### src/rtl/quantum_gate_unitary_fusion_assert.svh
// Assertion macros for the unitary gate fusion block.
`ifndef QUANTUM_GATE_UNITARY_FUSION_ASSERT_SVH
`define QUANTUM_GATE_UNITARY_FUSION_ASSERT_SVH

// Immediate implication, checked on every clock edge out of reset.
`define QGUF_ASSERT_NOW(lbl, pre, con, msg) \
  lbl: assert property (@(posedge clk_i) disable iff (!rst_ni) (pre) |-> (con)) \
    else $error(msg);

// Implication checked in the cycle after the antecedent.
`define QGUF_ASSERT_NEXT(lbl, pre, con, msg) \
  lbl: assert property (@(posedge clk_i) disable iff (!rst_ni) (pre) |=> (con)) \
    else $error(msg);

`endif

### src/rtl/qguf_pkg.sv
// Shared types and constants of the unitary gate fusion block.
package qguf_pkg;

  localparam int MAX_QUBITS_DEF = 3;
  localparam int FRAC_BITS_DEF  = 14;
  localparam int DATA_W         = 16;
  localparam int ACC_W          = 40;
  localparam int NQ_W           = 3;

  typedef struct packed {
    logic store_wr;
    logic store_clr;
    logic set_drop;
    logic clr_drop;
    logic mem_rd;
    logic col_cap;
    logic mul;
    logic acc;
    logic acc_first;
    logic mem_wr;
    logic out_load;
    logic out_last;
    logic ident;
  } cmd_t;

endpackage

### src/rtl/qguf_ctrl.sv
// Controller: sequences gate application and matrix emission.
module qguf_ctrl #(
  parameter int MAX_QUBITS = qguf_pkg::MAX_QUBITS_DEF
) (
  input  logic                  clk_i,
  input  logic                  rst_ni,
  input  logic                  cfg_valid_i,
  input  logic [1:0]            cfg_data_i,
  input  logic                  in_valid_i,
  output logic                  in_ready_o,
  input  logic                  entry_valid_i,
  input  logic                  end_of_gate_i,
  input  logic                  end_of_program_i,
  input  logic                  two_qubit_i,
  input  logic [1:0]            qubit_low_i,
  input  logic [1:0]            qubit_high_i,
  input  logic                  out_free_i,
  output qguf_pkg::cmd_t        cmd_o,
  output logic [MAX_QUBITS-1:0] row_o,
  output logic [MAX_QUBITS-1:0] col_o,
  output logic [1:0]            j_o,
  output logic                  two_o,
  output logic [1:0]            q0_o,
  output logic [1:0]            q1_o
);

  typedef enum logic [2:0] {
    S_IDLE, S_LD_RD, S_LD_CAP, S_MUL, S_ACC, S_WR, S_EM_RD, S_EM_CAP
  } state_e;

  state_e                  state_q;
  logic [1:0]              nq_cfg_q;
  logic [MAX_QUBITS-1:0]   i_q, k_q;
  logic [1:0]              j_q, q0_q, q1_q;
  logic                    two_q, eop_q;
  logic [qguf_pkg::NQ_W-1:0] nq;
  logic [MAX_QUBITS-1:0]   dmax;
  logic [1:0]              jmax;
  logic                    accept, ok, i_last, k_last;

  always_comb begin
    if (nq_cfg_q == 2'd0) begin
      nq = qguf_pkg::NQ_W'(1);
    end else if (qguf_pkg::NQ_W'(nq_cfg_q) > qguf_pkg::NQ_W'(MAX_QUBITS)) begin
      nq = qguf_pkg::NQ_W'(MAX_QUBITS);
    end else begin
      nq = qguf_pkg::NQ_W'(nq_cfg_q);
    end
  end

  assign dmax   = MAX_QUBITS'((MAX_QUBITS + 1)'(1) << nq) - MAX_QUBITS'(1);
  assign jmax   = two_q ? 2'd3 : 2'd1;
  assign i_last = (i_q == dmax);
  assign k_last = (k_q == dmax);
  assign in_ready_o = (state_q == S_IDLE);
  assign accept = in_valid_i && in_ready_o;
  assign ok = (qguf_pkg::NQ_W'(qubit_low_i) < nq) &&
              (!two_qubit_i || ((qguf_pkg::NQ_W'(qubit_high_i) < nq) &&
                                (qubit_high_i != qubit_low_i)));

  assign row_o = i_q;
  assign col_o = k_q;
  assign j_o   = j_q;
  assign two_o = two_q;
  assign q0_o  = q0_q;
  assign q1_o  = q1_q;

  always_comb begin
    cmd_o = '0;
    case (state_q)
      S_IDLE: begin
        cmd_o.store_wr = accept && entry_valid_i;
        if (accept && end_of_gate_i && !ok) begin
          cmd_o.set_drop  = 1'b1;
          cmd_o.store_clr = 1'b1;
        end
      end
      S_LD_RD:  cmd_o.mem_rd = 1'b1;
      S_LD_CAP: cmd_o.col_cap = 1'b1;
      S_MUL:    cmd_o.mul = 1'b1;
      S_ACC: begin
        cmd_o.acc       = 1'b1;
        cmd_o.acc_first = (j_q == 2'd0);
      end
      S_WR: begin
        cmd_o.mem_wr    = 1'b1;
        cmd_o.store_clr = i_last && k_last;
      end
      S_EM_RD:  cmd_o.mem_rd = 1'b1;
      S_EM_CAP: begin
        if (out_free_i) begin
          cmd_o.out_load = 1'b1;
          cmd_o.out_last = i_last && k_last;
          cmd_o.ident    = i_last && k_last;
          cmd_o.clr_drop = i_last && k_last;
        end
      end
      default: cmd_o = '0;
    endcase
  end

  always_ff @(posedge clk_i or negedge rst_ni) begin
    if (!rst_ni) begin
      state_q  <= S_IDLE;
      nq_cfg_q <= 2'd3;
      i_q      <= '0;
      k_q      <= '0;
      j_q      <= '0;
      q0_q     <= '0;
      q1_q     <= '0;
      two_q    <= 1'b0;
      eop_q    <= 1'b0;
    end else begin
      if (cfg_valid_i) begin
        nq_cfg_q <= cfg_data_i;
      end
      case (state_q)
        S_IDLE: begin
          i_q <= '0;
          k_q <= '0;
          j_q <= '0;
          if (accept) begin
            two_q <= two_qubit_i;
            q0_q  <= qubit_low_i;
            q1_q  <= qubit_high_i;
            eop_q <= end_of_program_i;
            if (end_of_gate_i && ok) begin
              state_q <= S_LD_RD;
            end else if (end_of_program_i) begin
              state_q <= S_EM_RD;
            end
          end
        end
        S_LD_RD: state_q <= S_LD_CAP;
        S_LD_CAP: begin
          state_q <= S_LD_RD;
          i_q     <= i_q + MAX_QUBITS'(1);
          if (i_last) begin
            i_q     <= '0;
            j_q     <= '0;
            state_q <= S_MUL;
          end
        end
        S_MUL: state_q <= S_ACC;
        S_ACC: begin
          if (j_q == jmax) begin
            state_q <= S_WR;
          end else begin
            j_q     <= j_q + 2'd1;
            state_q <= S_MUL;
          end
        end
        S_WR: begin
          j_q <= '0;
          if (!i_last) begin
            i_q     <= i_q + MAX_QUBITS'(1);
            state_q <= S_MUL;
          end else begin
            i_q <= '0;
            if (!k_last) begin
              k_q     <= k_q + MAX_QUBITS'(1);
              state_q <= S_LD_RD;
            end else begin
              k_q     <= '0;
              state_q <= eop_q ? S_EM_RD : S_IDLE;
            end
          end
        end
        S_EM_RD: state_q <= S_EM_CAP;
        S_EM_CAP: begin
          if (out_free_i) begin
            state_q <= S_EM_RD;
            if (!k_last) begin
              k_q <= k_q + MAX_QUBITS'(1);
            end else begin
              k_q <= '0;
              i_q <= i_q + MAX_QUBITS'(1);
              if (i_last) begin
                i_q     <= '0;
                state_q <= S_IDLE;
              end
            end
          end
        end
        default: state_q <= S_IDLE;
      endcase
    end
  end

endmodule

### config.mk
export PLATFORM = sky130hd
export DESIGN_NAME = qguf_ctrl
export DESIGN_NICKNAME = d
export VERILOG_FILES = /design/src/rtl/quantum_gate_unitary_fusion_assert.svh /design/src/rtl/qguf_pkg.sv /design/src/rtl/qguf_ctrl.sv
export SDC_FILE = /design/constraint.sdc
export NUM_CORES = 1
export LEC_CHECK = 0
export BUFFER_PORTS_ARGS = -buffer_cell sky130_fd_sc_hd__buf_2
export CAP_MARGIN = 15
export CORE_MARGIN = 2
export CORE_UTILIZATION = 30
export CTS_CLUSTER_DIAMETER = 150
export DETAILED_ROUTE_END_ITERATION = 10
export PLACE_DENSITY = 0.61
export SYNTH_ARGS = -nofsm -noshare
export SYNTH_HDL_FRONTEND = slang
export SYNTH_SLANG_ARGS = --single-unit
### constraint.sdc
create_clock -name clk_i -period 2.37 [get_ports clk_i]
set_input_delay 0.237 -clock clk_i [delete_from_list [all_inputs] [get_ports clk_i]]
set_output_delay 0.237 -clock clk_i [all_outputs]
set_load 0.005 [all_outputs]
==> impl_metrics.csv <==
group,metric,value,unit
run_status,status,"completed",
setup_path,startpoint,"nq_cfg_q[1]",
clock_tree,h-tree-depth,1,
logic_synthesis,syn_area,0.00126,mm2
setup_path,cp_max_fo,7,
logic_synthesis,synthTopCellsByCount,"dfrtp_1 (17), nand2_1 (16), o21ai_0 (11)",
power,leakage,0.793,nW
die,die_y,68.9,um
logic_synthesis,ys_ff_latch,19,
place,dp_slack,456,ps
clock_tree,cts_root_buf,"clkbuf_8",
die,start_util,31.4,%
cells_and_area,final-instance-count-excl-fill,230,
global_route,grt_pass1_vias,1063,
setup_path,crit_type,"register to output port",
power,power_density,1100,mW/mm2
global_route,grt_pass1_wl,5.04,mm
routing,wl_per_cell,13.2,um
setup_path,start_kind,"register",
global_route,antenna_found_initial,0,
hold_path,min_path_type,"input port to register",
setup_path,worstPathArrival,1960,ps
power,peakVddDrop,0.000523,V
hold_path,min_from,"cfg_valid_i",
global_route,gr-total-overflow,0,
timing,fin_crit_sh,92.9,%
timing,worst_pin_slew,452,ps
die,die_w,68.9,um
timing,drv_slew,0,
logic_synthesis,yosysMostFrequentCell,"dfrtp_1",
logic_synthesis,synth_warnings,0,
routing,firstDrtPassIters,4,
cells_and_area,area_growth_syn_to_layout,25.6,%
clock_tree,clk_pin_slew,70,ps
die,fp-row-count,23,
timing,max_freq,454,MHz
routing,vias_per_cell,4.97,
cells_and_area,drive_gt1_share,37.8,%
setup_path,required,2130,ps
routing,antenna_left,0,
routing,route.detailed.drc,0,
cells_and_area,fin_nets,201,
logic_synthesis,syn_inst,135,
clock_tree,cts_num_sinks,19,
clock_tree,clock_latency,260,ps
cells_and_area,insertedDiodeCount,0,
logic_synthesis,synthTopCellsByArea,"dfrtp_1 (34%), mux2_2 (6.2%), ha_1 (4.9%)",
global_route,grt_use_total,14.2,%
place,hpwl,2.42,mm
clock_tree,cts_buffer_depth,2,
logic_synthesis,ys.flop_type,"dfrtp_1",
timing,timing.setup.tns,0,ps
routing,drt_wl_total,3.03,mm
routing,vias,1142,
timing,rsz0062_at_grt,"false",
place,dpl.cell_count,225,
logic_synthesis,synth.largest_area_cell,"dfrtp_1",
clock_tree,cts_tree,"yes",
logic_synthesis,ys_seq_area_share,37.8,%
clock_tree,cts_buffers,3,
place,placed_area,0.00153,mm2
routing,drt_iter0_drc,71,
timing,slew_headroom,69.6,%
cells_and_area,design_area,0.00159,mm2
timing,finalSetupViolCount,0,
place,io_buffers,41,
die,core,0.00403,mm2
logic_synthesis,synth_edf_count,0,
logic_synthesis,yosysTopAreaCellShare,33.6,%
die,ios,42,
global_route,grt_max_degree,20,
logic_synthesis,syn_avg_cell_area,9.37,um2
logic_synthesis,async_reset_ff_share,100,%
logic_synthesis,synth_nets,155,
timing,fin_crit,2200,ps
place,gp_congestion,0.827,
timing,fin_worst_skew,2.13,ps
hold_path,whs_path_depth,2,
clock_tree,cts-resized-gates,0,
setup_path,setup.worst_path.end_class,"output port",
timing,hold_viol,0,
setup_path,ff2ff_path_depth,7,
timing,finalWorstSetupSlack,169,ps
job,cap_violations,0,
logic_synthesis,synth_cell_types,44,
die,die_area,0.00475,mm2
setup_path,r2r_start,"nq_cfg_q[1]",
[what timing repair did]
item / 4_1_cts / 5_1_grt
endpoints found under the setup margin: 0 / 0
endpoints found under the hold margin: 17 / 0
hold buffers: 1 / 0
setup buffers: 0 / 0
[worst paths after layout]
kind	end	slack [ps]
max	cmd_o[11]	170
min in group asynchronous	q0_o[1]	450
min reg2reg	q1_o[1]	510
max reg2reg	state_q[1]	440
min	nq_cfg_q[1]	160
max in group asynchronous	nq_cfg_q[1]	1590
[sequential cells by signal, summed over array words and instances (netlist names)]
name,flops
col_o,3
row_o,3
state_q,3
j_o,2
nq_cfg_q,2
q0_o,2
q1_o,2
eop_q,1
two_o,1
[logic make-up after synthesis]
kind of cell | Yosys count | synth area share, %
muxes | 8 | 7.02
DFF | 19 | 37.8
adders and majority gates | 5 | 4.95
and+or+nand+nor | 43 | 17.7
xor gates and xnor gates | 5 | 3.46
buffers and inverters | 16 | 5.93
AOI/OAI and AO/OA | 39 | 23.1
[power breakdown]
| part | switching, W | total [W] | internal, W | leakage (nW) |
|---|---|---|---|---|
| logic | 0.000516 | 0.000959 | 0.000442 | 0.531 |
| registers | 0.000115 | 0.000568 | 0.000453 | 0.237 |
| clock network | 0.000111 | 0.000228 | 0.000117 | 0.0255 |
[placed cells by master, fill, tap and decap left out, types with 3 or more instances in the layout]
cell type / Yosys / layout
mux2_2: 7 / 7
clkbuf_8: 0 / 3
buf_4: 4 / 5
inv_1: 10 / 10
nand2_1: 16 / 16
a21oi_1: 3 / 3
o31ai_1: 3 / 3
ha_1: 5 / 5
o22ai_1: 3 / 3
o21ai_0: 11 / 11
buf_2: 0 / 41
and2_1: 4 / 4
nor2_1: 8 / 8
dfrtp_1: 17 / 17
xnor2_1: 5 / 5
[layer usage]
layer	wire length (um)	track usage (%)
met1	1440	18.7
met2	1400	23.7
met3	183	4.38
met4	7	1.47
met5	0	0
[stage by stage]
stage          power [W]  util [%]  hold WS, ps
2_1_floorplan    0.00121         -        -58.6
3_3_place_gp     0.00153      38.0          205
3_5_place_dp     0.00154      38.0          207
4_1_cts          0.00178      39.4          156
5_1_grt          0.00194      39.4          165
6_report         0.00175      39.4          156
[layout make-up]
class                      instances  area, um2
tap                               50       62.6
sequential                        19        478
clock buffer                       3       41.3
multi-input combinational        100        712
clock inverter                     1       5.00
fill                             438       2440
timing repair buffer              47        253
inverter                          10       37.5
[critical path, stage by stage, from the launching register on]
cell,delay [ps]
dfstp_2,610
inv_1,100
ha_1,260
o21ai_0,70
a21boi_0,130
o211a_1,250
a21o_2,180
buf_2,120
Note: power is estimated with default switching activity, not from simulation.
